<file path="config.mk">
export PLATFORM = sky130hd
export DESIGN_NAME = nine_bit_lcd_command_sequencer
export DESIGN_NICKNAME = d
export VERILOG_FILES = /design/src/rtl/lcdseq_pkg.sv /design/src/rtl/nine_bit_lcd_command_sequencer.sv
export SDC_FILE = /design/constraint.sdc
export NUM_CORES = 1
export LEC_CHECK = 0
export BUFFER_PORTS_ARGS = -buffer_cell sky130_fd_sc_hd__buf_2
export CAP_MARGIN = 20
export CORE_MARGIN = 1.5
export CORE_UTILIZATION = 40
export DETAILED_ROUTE_END_ITERATION = 8
export SLEW_MARGIN = 10
export SYNTH_ARGS = -nofsm -noshare
export SYNTH_HDL_FRONTEND = slang
export SYNTH_SLANG_ARGS = --single-unit
</file>
<file path="constraint.sdc">
create_clock -name clk -period 5.84 [get_ports clk]
set_clock_uncertainty 0.15 [all_clocks]
set_input_delay 1.168 -clock clk [delete_from_list [all_inputs] [get_ports clk]]
set_output_delay 1.168 -clock clk [all_outputs]
set_load 0.01 [all_outputs]
</file>
<file path="src/rtl/lcdseq_pkg.sv">
// Package: request codes, LCD command bytes and the sequencer microcode ROM.
package lcdseq_pkg;

	localparam int unsigned REQ_W      = 2;
	localparam int unsigned COORD_W    = 8;
	localparam int unsigned COLOR_W    = 16;
	localparam int unsigned BYTE_W     = 8;
	localparam int unsigned SIZE_W     = 9;
	localparam int unsigned ROT_W      = 2;
	localparam int unsigned PC_W       = 4;
	localparam int unsigned SRC_W      = 3;
	localparam int unsigned CFG_IDX_W  = 4;
	localparam int unsigned CFG_DATA_W = 9;
	localparam int unsigned IN_DATA_W  = 4 * COORD_W + COLOR_W;

	localparam logic [REQ_W-1:0] REQ_WINDOW = 2'd0;
	localparam logic [REQ_W-1:0] REQ_PIXEL  = 2'd1;
	localparam logic [REQ_W-1:0] REQ_DRAW   = 2'd2;
	localparam logic [REQ_W-1:0] REQ_ORIENT = 2'd3;

	localparam logic [CFG_IDX_W-1:0] CFG_WIDTH  = 4'd0;
	localparam logic [CFG_IDX_W-1:0] CFG_HEIGHT = 4'd1;
	localparam logic [CFG_IDX_W-1:0] CFG_ORIENT = 4'd2;
	localparam logic [CFG_IDX_W-1:0] CFG_BGR    = 4'd3;

	localparam logic [SIZE_W-1:0] WIDTH_RST  = 9'd128;
	localparam logic [SIZE_W-1:0] HEIGHT_RST = 9'd160;

	localparam logic [BYTE_W-1:0] CMD_COLUMN_ADDR = 8'h2A;
	localparam logic [BYTE_W-1:0] CMD_ROW_ADDR    = 8'h2B;
	localparam logic [BYTE_W-1:0] CMD_MEMORY_WR   = 8'h2C;
	localparam logic [BYTE_W-1:0] CMD_MADCTL      = 8'h36;
	localparam logic [BYTE_W-1:0] MADCTL_BGR      = 8'h08;

	localparam logic DC_CMD  = 1'b0;
	localparam logic DC_DATA = 1'b1;

	// byte sources of the datapath
	localparam logic [SRC_W-1:0] SRC_CONST = 3'd0;
	localparam logic [SRC_W-1:0] SRC_XS    = 3'd1;
	localparam logic [SRC_W-1:0] SRC_YS    = 3'd2;
	localparam logic [SRC_W-1:0] SRC_XE    = 3'd3;
	localparam logic [SRC_W-1:0] SRC_YE    = 3'd4;
	localparam logic [SRC_W-1:0] SRC_CHI   = 3'd5;
	localparam logic [SRC_W-1:0] SRC_CLO   = 3'd6;
	localparam logic [SRC_W-1:0] SRC_MAD   = 3'd7;

	// program entry points
	localparam logic [PC_W-1:0] PC_WINDOW = 4'd0;
	localparam logic [PC_W-1:0] PC_PIXEL  = 4'd11;
	localparam logic [PC_W-1:0] PC_ORIENT = 4'd13;

	typedef struct packed {
		logic              dc;
		logic [SRC_W-1:0]  src;
		logic [BYTE_W-1:0] opcode;
		logic              fin_win;  // end of program for a window request
		logic              fin;      // end of program
	} ucode_t;

	function automatic ucode_t ucode_rom(input logic [PC_W-1:0] pc);
		ucode_t w;
		w = '{dc: DC_DATA, src: SRC_CONST, opcode: '0, fin_win: 1'b0, fin: 1'b0};
		case (pc)
			4'd0: begin
				w.dc = DC_CMD; w.opcode = CMD_COLUMN_ADDR;
			end
			4'd1: w.src = SRC_CONST;
			4'd2: w.src = SRC_XS;
			4'd3: w.src = SRC_CONST;
			4'd4: w.src = SRC_XE;
			4'd5: begin
				w.dc = DC_CMD; w.opcode = CMD_ROW_ADDR;
			end
			4'd6: w.src = SRC_CONST;
			4'd7: w.src = SRC_YS;
			4'd8: w.src = SRC_CONST;
			4'd9: w.src = SRC_YE;
			4'd10: begin
				w.dc = DC_CMD; w.opcode = CMD_MEMORY_WR; w.fin_win = 1'b1;
			end
			4'd11: w.src = SRC_CHI;
			4'd12: begin
				w.src = SRC_CLO; w.fin = 1'b1;
			end
			4'd13: begin
				w.dc = DC_CMD; w.opcode = CMD_MADCTL;
			end
			4'd14: begin
				w.src = SRC_MAD; w.fin = 1'b1;
			end
			default: w.fin = 1'b1;
		endcase
		return w;
	endfunction

	function automatic logic [BYTE_W-1:0] madctl_byte(input logic [ROT_W-1:0] rot,
			input logic bgr);
		logic [BYTE_W-1:0] m;
		case (rot)
			2'd0: m = 8'hC0;
			2'd1: m = 8'h60;
			2'd2: m = 8'h00;
			default: m = 8'hA0;
		endcase
		return bgr ? (m | MADCTL_BGR) : m;
	endfunction

endpackage

</file>
<file path="src/rtl/nine_bit_lcd_command_sequencer.sv">
// Top level: 9-bit LCD command sequencer driven by a microcode ROM.
//
// Each request runs a short program in a ROM, one 9-bit word (tuser = D/C flag, tdata = byte)
// per cycle while the output is not stalled; the step counter walks the ROM and one item is in
// work at a time. Words per request: stream pixel 2, orientation 2, set window 11, draw 13 (a
// clipped draw sends nothing). The first word is loaded into the output register at the edge
// that takes the request, and the next request is taken only once the last word is loaded and
// the output is free, so no new pixel is taken before the last byte of the pixel before it.
// Configuration writes take effect at once and are always accepted.
module nine_bit_lcd_command_sequencer (
	input  logic                                   clk,
	input  logic                                   arst_n,
	input  logic                                   s_axis_tvalid,
	output logic                                   s_axis_tready,
	// x_start[7:0], y_start[15:8], x_end[23:16], y_end[31:24], color[47:32]
	input  logic [lcdseq_pkg::IN_DATA_W-1:0]       s_axis_tdata,
	// req_type[1:0]
	input  logic [lcdseq_pkg::REQ_W-1:0]           s_axis_tuser,
	output logic                                   m_axis_tvalid,
	input  logic                                   m_axis_tready,
	// word_byte[7:0]
	output logic [lcdseq_pkg::BYTE_W-1:0]          m_axis_tdata,
	// dc_flag[0]
	output logic                                   m_axis_tuser,
	output logic                                   m_axis_tlast,
	input  logic                                   cfg_valid,
	output logic                                   cfg_ready,
	input  logic [lcdseq_pkg::CFG_IDX_W-1:0]       cfg_index,
	input  logic [lcdseq_pkg::CFG_DATA_W-1:0]      cfg_data
);
	import lcdseq_pkg::*;

	logic [SIZE_W-1:0]  width_q, height_q;
	logic [ROT_W-1:0]   orient_q;
	logic               bgr_q;

	logic               busy_q;
	logic [PC_W-1:0]    pc_q;
	logic [REQ_W-1:0]   req_q;
	logic [COORD_W-1:0] xs_q, ys_q, xe_q, ye_q;
	logic [COLOR_W-1:0] color_q;

	logic               out_valid_q;
	logic [BYTE_W-1:0]  out_byte_q;
	logic               out_dc_q, out_last_q;

	logic [COORD_W-1:0] in_xs, in_ys, in_xe, in_ye;
	logic [COLOR_W-1:0] in_color;
	logic [REQ_W-1:0]   cur_req;
	logic [COORD_W-1:0] cur_xs, cur_ys, cur_xe, cur_ye;
	logic [COLOR_W-1:0] cur_color;
	logic [SIZE_W-1:0]  clip_w, clip_h;
	logic               clipped, out_free, accept, emit, word_last;
	logic [PC_W-1:0]    entry_pc, step_pc;
	logic [BYTE_W-1:0]  word_byte;
	ucode_t             uw;

	assign in_xs    = s_axis_tdata[COORD_W-1:0];
	assign in_ys    = s_axis_tdata[2*COORD_W-1:COORD_W];
	assign in_xe    = (s_axis_tuser == REQ_DRAW) ? in_xs : s_axis_tdata[3*COORD_W-1:2*COORD_W];
	assign in_ye    = (s_axis_tuser == REQ_DRAW) ? in_ys : s_axis_tdata[4*COORD_W-1:3*COORD_W];
	assign in_color = s_axis_tdata[IN_DATA_W-1:4*COORD_W];

	assign cur_req   = busy_q ? req_q   : s_axis_tuser;
	assign cur_xs    = busy_q ? xs_q    : in_xs;
	assign cur_ys    = busy_q ? ys_q    : in_ys;
	assign cur_xe    = busy_q ? xe_q    : in_xe;
	assign cur_ye    = busy_q ? ye_q    : in_ye;
	assign cur_color = busy_q ? color_q : in_color;

	assign clip_w  = orient_q[0] ? height_q : width_q;
	assign clip_h  = orient_q[0] ? width_q  : height_q;
	assign clipped = ({1'b0, in_xs} >= clip_w) || ({1'b0, in_ys} >= clip_h);

	always_comb begin
		case (s_axis_tuser)
			REQ_PIXEL:  entry_pc = PC_PIXEL;
			REQ_ORIENT: entry_pc = PC_ORIENT;
			default:    entry_pc = PC_WINDOW;
		endcase
	end

	assign step_pc   = busy_q ? pc_q : entry_pc;
	assign uw        = ucode_rom(step_pc);
	assign word_last = uw.fin || (uw.fin_win && cur_req == REQ_WINDOW);

	always_comb begin
		case (uw.src)
			SRC_XS:  word_byte = cur_xs;
			SRC_YS:  word_byte = cur_ys;
			SRC_XE:  word_byte = cur_xe;
			SRC_YE:  word_byte = cur_ye;
			SRC_CHI: word_byte = cur_color[COLOR_W-1:BYTE_W];
			SRC_CLO: word_byte = cur_color[BYTE_W-1:0];
			SRC_MAD: word_byte = madctl_byte(orient_q, bgr_q);
			default: word_byte = uw.opcode;
		endcase
	end

	assign out_free      = !out_valid_q || m_axis_tready;
	assign s_axis_tready = !busy_q && out_free;
	assign accept        = s_axis_tvalid && s_axis_tready;
	assign emit          = (busy_q && out_free) ||
		(accept && !(s_axis_tuser == REQ_DRAW && clipped));

	always_ff @(posedge clk or negedge arst_n) begin
		if (!arst_n) begin
			busy_q      <= 1'b0;
			pc_q        <= '0;
			out_valid_q <= 1'b0;
		end else begin
			if (emit) begin
				busy_q      <= !word_last;
				pc_q        <= step_pc + 1'b1;
				out_valid_q <= 1'b1;
			end else if (m_axis_tready) begin
				out_valid_q <= 1'b0;
			end
		end
	end

	always_ff @(posedge clk) begin
		if (accept) begin
			req_q   <= s_axis_tuser;
			xs_q    <= in_xs;
			ys_q    <= in_ys;
			xe_q    <= in_xe;
			ye_q    <= in_ye;
			color_q <= in_color;
		end
		if (emit) begin
			out_byte_q <= word_byte;
			out_dc_q   <= uw.dc;
			out_last_q <= word_last;
		end
	end

	always_ff @(posedge clk or negedge arst_n) begin
		if (!arst_n) begin
			width_q  <= WIDTH_RST;
			height_q <= HEIGHT_RST;
			orient_q <= '0;
			bgr_q    <= 1'b0;
		end else if (cfg_valid && cfg_ready) begin
			case (cfg_index)
				CFG_WIDTH:  width_q  <= cfg_data;
				CFG_HEIGHT: height_q <= cfg_data;
				CFG_ORIENT: orient_q <= cfg_data[ROT_W-1:0];
				CFG_BGR:    bgr_q    <= cfg_data[0];
				default: ;
			endcase
		end
	end

	assign cfg_ready     = 1'b1;
	assign m_axis_tvalid = out_valid_q;
	assign m_axis_tdata  = out_byte_q;
	assign m_axis_tuser  = out_dc_q;
	assign m_axis_tlast  = out_last_q;

endmodule

</file>
==> results_dict.tcl <==
set metrics [dict create \
    p_per_area_mw_per_mm2 433 \
    path_cells "mux2_2 -> ha_1 -> nand2b_4 -> a211o_1 -> a2111oi_4 -> o221ai_2 -> a21oi_4 -> mux2_4" \
    synth_top_cell_area_share_pct 36.9 \
    clk_pin_slew_ns 0.07 \
    num_rows 40 \
    slowest_delay_ns 0.97 \
    cts_setup_buffers 0 \
    ctsResizeCount 0 \
    min-delay-start "width_q[0]$_DFFE_PN0P_" \
    antenna_found_initial 0 \
    maxSlewHeadroom_pct 36.0 \
    synth_top_family_by_area "multiplexers" \
    synth_commonest_cells "edfxtp_1 (60), mux2_2 (44), mux2i_1 (43)" \
    start_util_pct 40.8 \
    critPathArrivalTime_ns 3.88 \
    holdPathStages 1 \
    synth-simple-area-share_pct 9.68 \
    vias 3553 \
    synth_most_common_cell "edfxtp_1" \
    worst_pin_slew_ns 0.960 \
    met1_usage_pct 27.2 \
    gp_congestion 0.949 \
    place_hpwl_um 8850 \
    synth.distinct_cells 58 \
    synth-xor-area-share_pct 0.538 \
    synth.avg_cell_area_um2 12.2 \
    grt-ovfl-total 0 \
    synthFlopType "edfxtp_1" \
    die_h_um 114 \
    synth.net_count 492 \
    critPathRequiredTime_ns 5.93 \
    syn_area_mm2 0.00488 \
    antenna-diode-count 0 \
    placed_area_mm2 0.00541 \
    die_area_mm2 0.0129 \
    setup_slack_ns 2.05 \
    clock_latency_ns 0.35 \
    use_met3_pct 3.83 \
    synthArstFlopShare_pct 31.0 \
    rsz0062_at_grt "no" \
    final_cells 629 \
    final_cell_area_mm2 0.00571 \
    grt_max_degree 41 \
    synth_warnings 0 \
    synth.area.top_cells "edfxtp_1 (37%), dfrtp_1 (12%), mux2_2 (10%)" \
    cts_buffers 9 \
    crit-reg2reg-launch "orient_q[0]$_DFFE_PN0P_" \
    synth_cells 401 \
    dp_slack_ns 2.05 \
    drive_above_1_share_pct 33.0 \
    synth_compound_area_share_pct 10.9 \
    cts_hold_buf 0 \
    grt-busiest-layer "met2" \
    hold_viol 0 \
    synth_fa_ha_area_share_pct 5.89 \
    clock-sinks 87 \
    root_buffer "clkbuf_16" \
    chipWidth_um 114 \
    reg2regPathDepth 8 \
    fill_cells 1105 \
    dp_cells 612 \
    met2_usage_pct 29.7 \
    viasPerCell 5.65 \
    finalCritPeriodShare_pct 64.9 \
    synth.area.mux_share_pct 19.5 \
    drv_slew 0 \
    grt_pass1_wl_um 18800 \
    cts_max_level 3 \
    routedWlPerCell_um 18.9 \
    grt_pass1_vias 3415 \
    r2r-end "pc_q[1]$_DFFE_PN0P_" \
    end_kind "flip-flop" \
    p_leak_nw 2.35 \
    ioPinCount 81 \
    firstDrtPassIters 4 \
    synth_top_area_cell "edfxtp_1" \
    totalWireLength_um 11900 \
    hp-class "reg -> reg" \
    drv_cap 0 \
    finalSetupViolations 0 \
    drt-initial-drc-count 246 \
    period_minus_slack_ns 3.79 \
    timing.fmax_mhz 264 \
    cp_slowest_cell "dfrtp_1" \
    cp_num_buf_inv 0 \
    io_buffers 79 \
    nNetsFinal 568 \
    ir_drop_mv 0.224 \
    antenna_left 0 \
    r2r_setup_slack_ns 2.05 \
    clk_path_buf_depth 2 \
    crit_type "reg -> reg" \
    path_max_fanout 21 \
    drc 0 \
    yosys_register_bits 87 \
    startpoint_type "flip-flop" \
    cpLargestDelayFamily "compound AO/OA/AOI/OAI gates" \
    postLayoutCoreUtil_pct 47.8 \
    whs_endpoint "width_q[0]$_DFFE_PN0P_" \
    core_mm2 0.0120 \
    synth_edf_count 60 \
    yosysSeqAreaShare_pct 50.8 \
    cts_tree "yes" \
    setup_tns_ns 0 \
    area_delta_synth_final_pct 17.0 \
    grt_usage_pct 19.4 \
    status "finished clean" \
]
## metrics by stage
step | power [W] | hold slack (ns)
after global placement | 0.00188 | 0.368
after CTS | 0.00248 | 0.382
after floorplan | 0.00164 | 0.330
after global routing | 0.00262 | 0.409
after detailed placement | 0.00190 | 0.367
final | 0.00247 | 0.380
## layout make-up
type	count	area [um^2]	area share, %
Clock inverter	2	11.3	0.197
Sequential cell	87	2480	43.4
Tap cell	147	184	3.22
Timing Repair Buffer	83	435	7.62
Multi-Input combinational cell	286	2280	39.9
Clock buffer	14	287	5.01
Inverter	10	37.5	0.657
## worst max path at each step
stage / slack [ns] / cells after the start / endpoint / startpoint
floorplan: 2.44 / 8 / pc_q[1]$_DFFE_PN0P_ / s_axis_tdata[0]
global placement: 2.10 / 8 / pc_q[1]$_DFFE_PN0P_ / orient_q[0]$_DFFE_PN0P_
detailed placement: 2.05 / 8 / pc_q[1]$_DFFE_PN0P_ / orient_q[0]$_DFFE_PN0P_
CTS: 2.03 / 8 / pc_q[1]$_DFFE_PN0P_ / orient_q[0]$_DFFE_PN0P_
global route: 1.83 / 8 / pc_q[1]$_DFFE_PN0P_ / orient_q[0]$_DFFE_PN0P_
finish: 2.05 / 8 / pc_q[1]$_DFFE_PN0P_ / orient_q[0]$_DFFE_PN0P_
## registers in the layout, indices dropped and copies added (netlist names)
signal and count:
bgr_q 1, busy_q 1, color_q 16, height_q 9
m_axis_tdata 8, m_axis_tlast 1, m_axis_tuser 1, m_axis_tvalid 1
orient_q 2, pc_q 4, req_q 2, width_q 9
xe_q 8, xs_q 8, ye_q 8, ys_q 8
## per-layer routing
layer / vias up / wire (um)
met1: 1729 / 5550
li1: 1673 / -
met5: - / 0
met3: 22 / 647
met2: 129 / 5430
met4: 0 / 269
## cells in the final DEF, fill, tap and decap left out, types with 3 or more instances in the layout
master     count
nor2b_1        3
clkbuf_4       3
a21o_1         3
nand2b_1       5
clkbuf_16     10
o221ai_1       7
nand2_1       42
nand3_1        6
a21oi_1       17
buf_2         79
and3_1         4
o211ai_1       5
a211oi_1       3
dfrtp_1       23
ha_1          23
dfstp_2        3
nand4_1        4
inv_1          9
mux2i_1       43
mux2_2        44
nor2_1        20
edfxtp_1      60
o22ai_1        5
o21ai_0       11
a21boi_0       4
## worst reg2reg max path: stages (launching register included)
cell       delay, ns
dfrtp_1         0.97
mux2_2          0.42
ha_1            0.27
nand2b_4        0.13
a211o_1         0.31
a2111oi_4       0.37
o221ai_2        0.25
a21oi_4         0.48
mux2_4          0.34
## where the power goes
group	leakage [nW]	internal [W]	switching, W
registers	0.882	0.000845	0.000116
logic	1.32	0.000405	0.000533
clock network	0.153	0.000340	0.000234
total	2.35	0.00159	0.000883
## kinds of logic (layout without fill, tap and decap cells)
logic type / count (synthesis) / in the layout
simple gates: 98 / 98
mux: 89 / 89
flops: 87 / 87
compound gates: 72 / 72
buf+inv: 28 / 109
fa+ha+maj: 23 / 23
xor+xnor: 3 / 3
other cells: 1 / 1
Note: power is estimated with default switching activity, not from simulation.
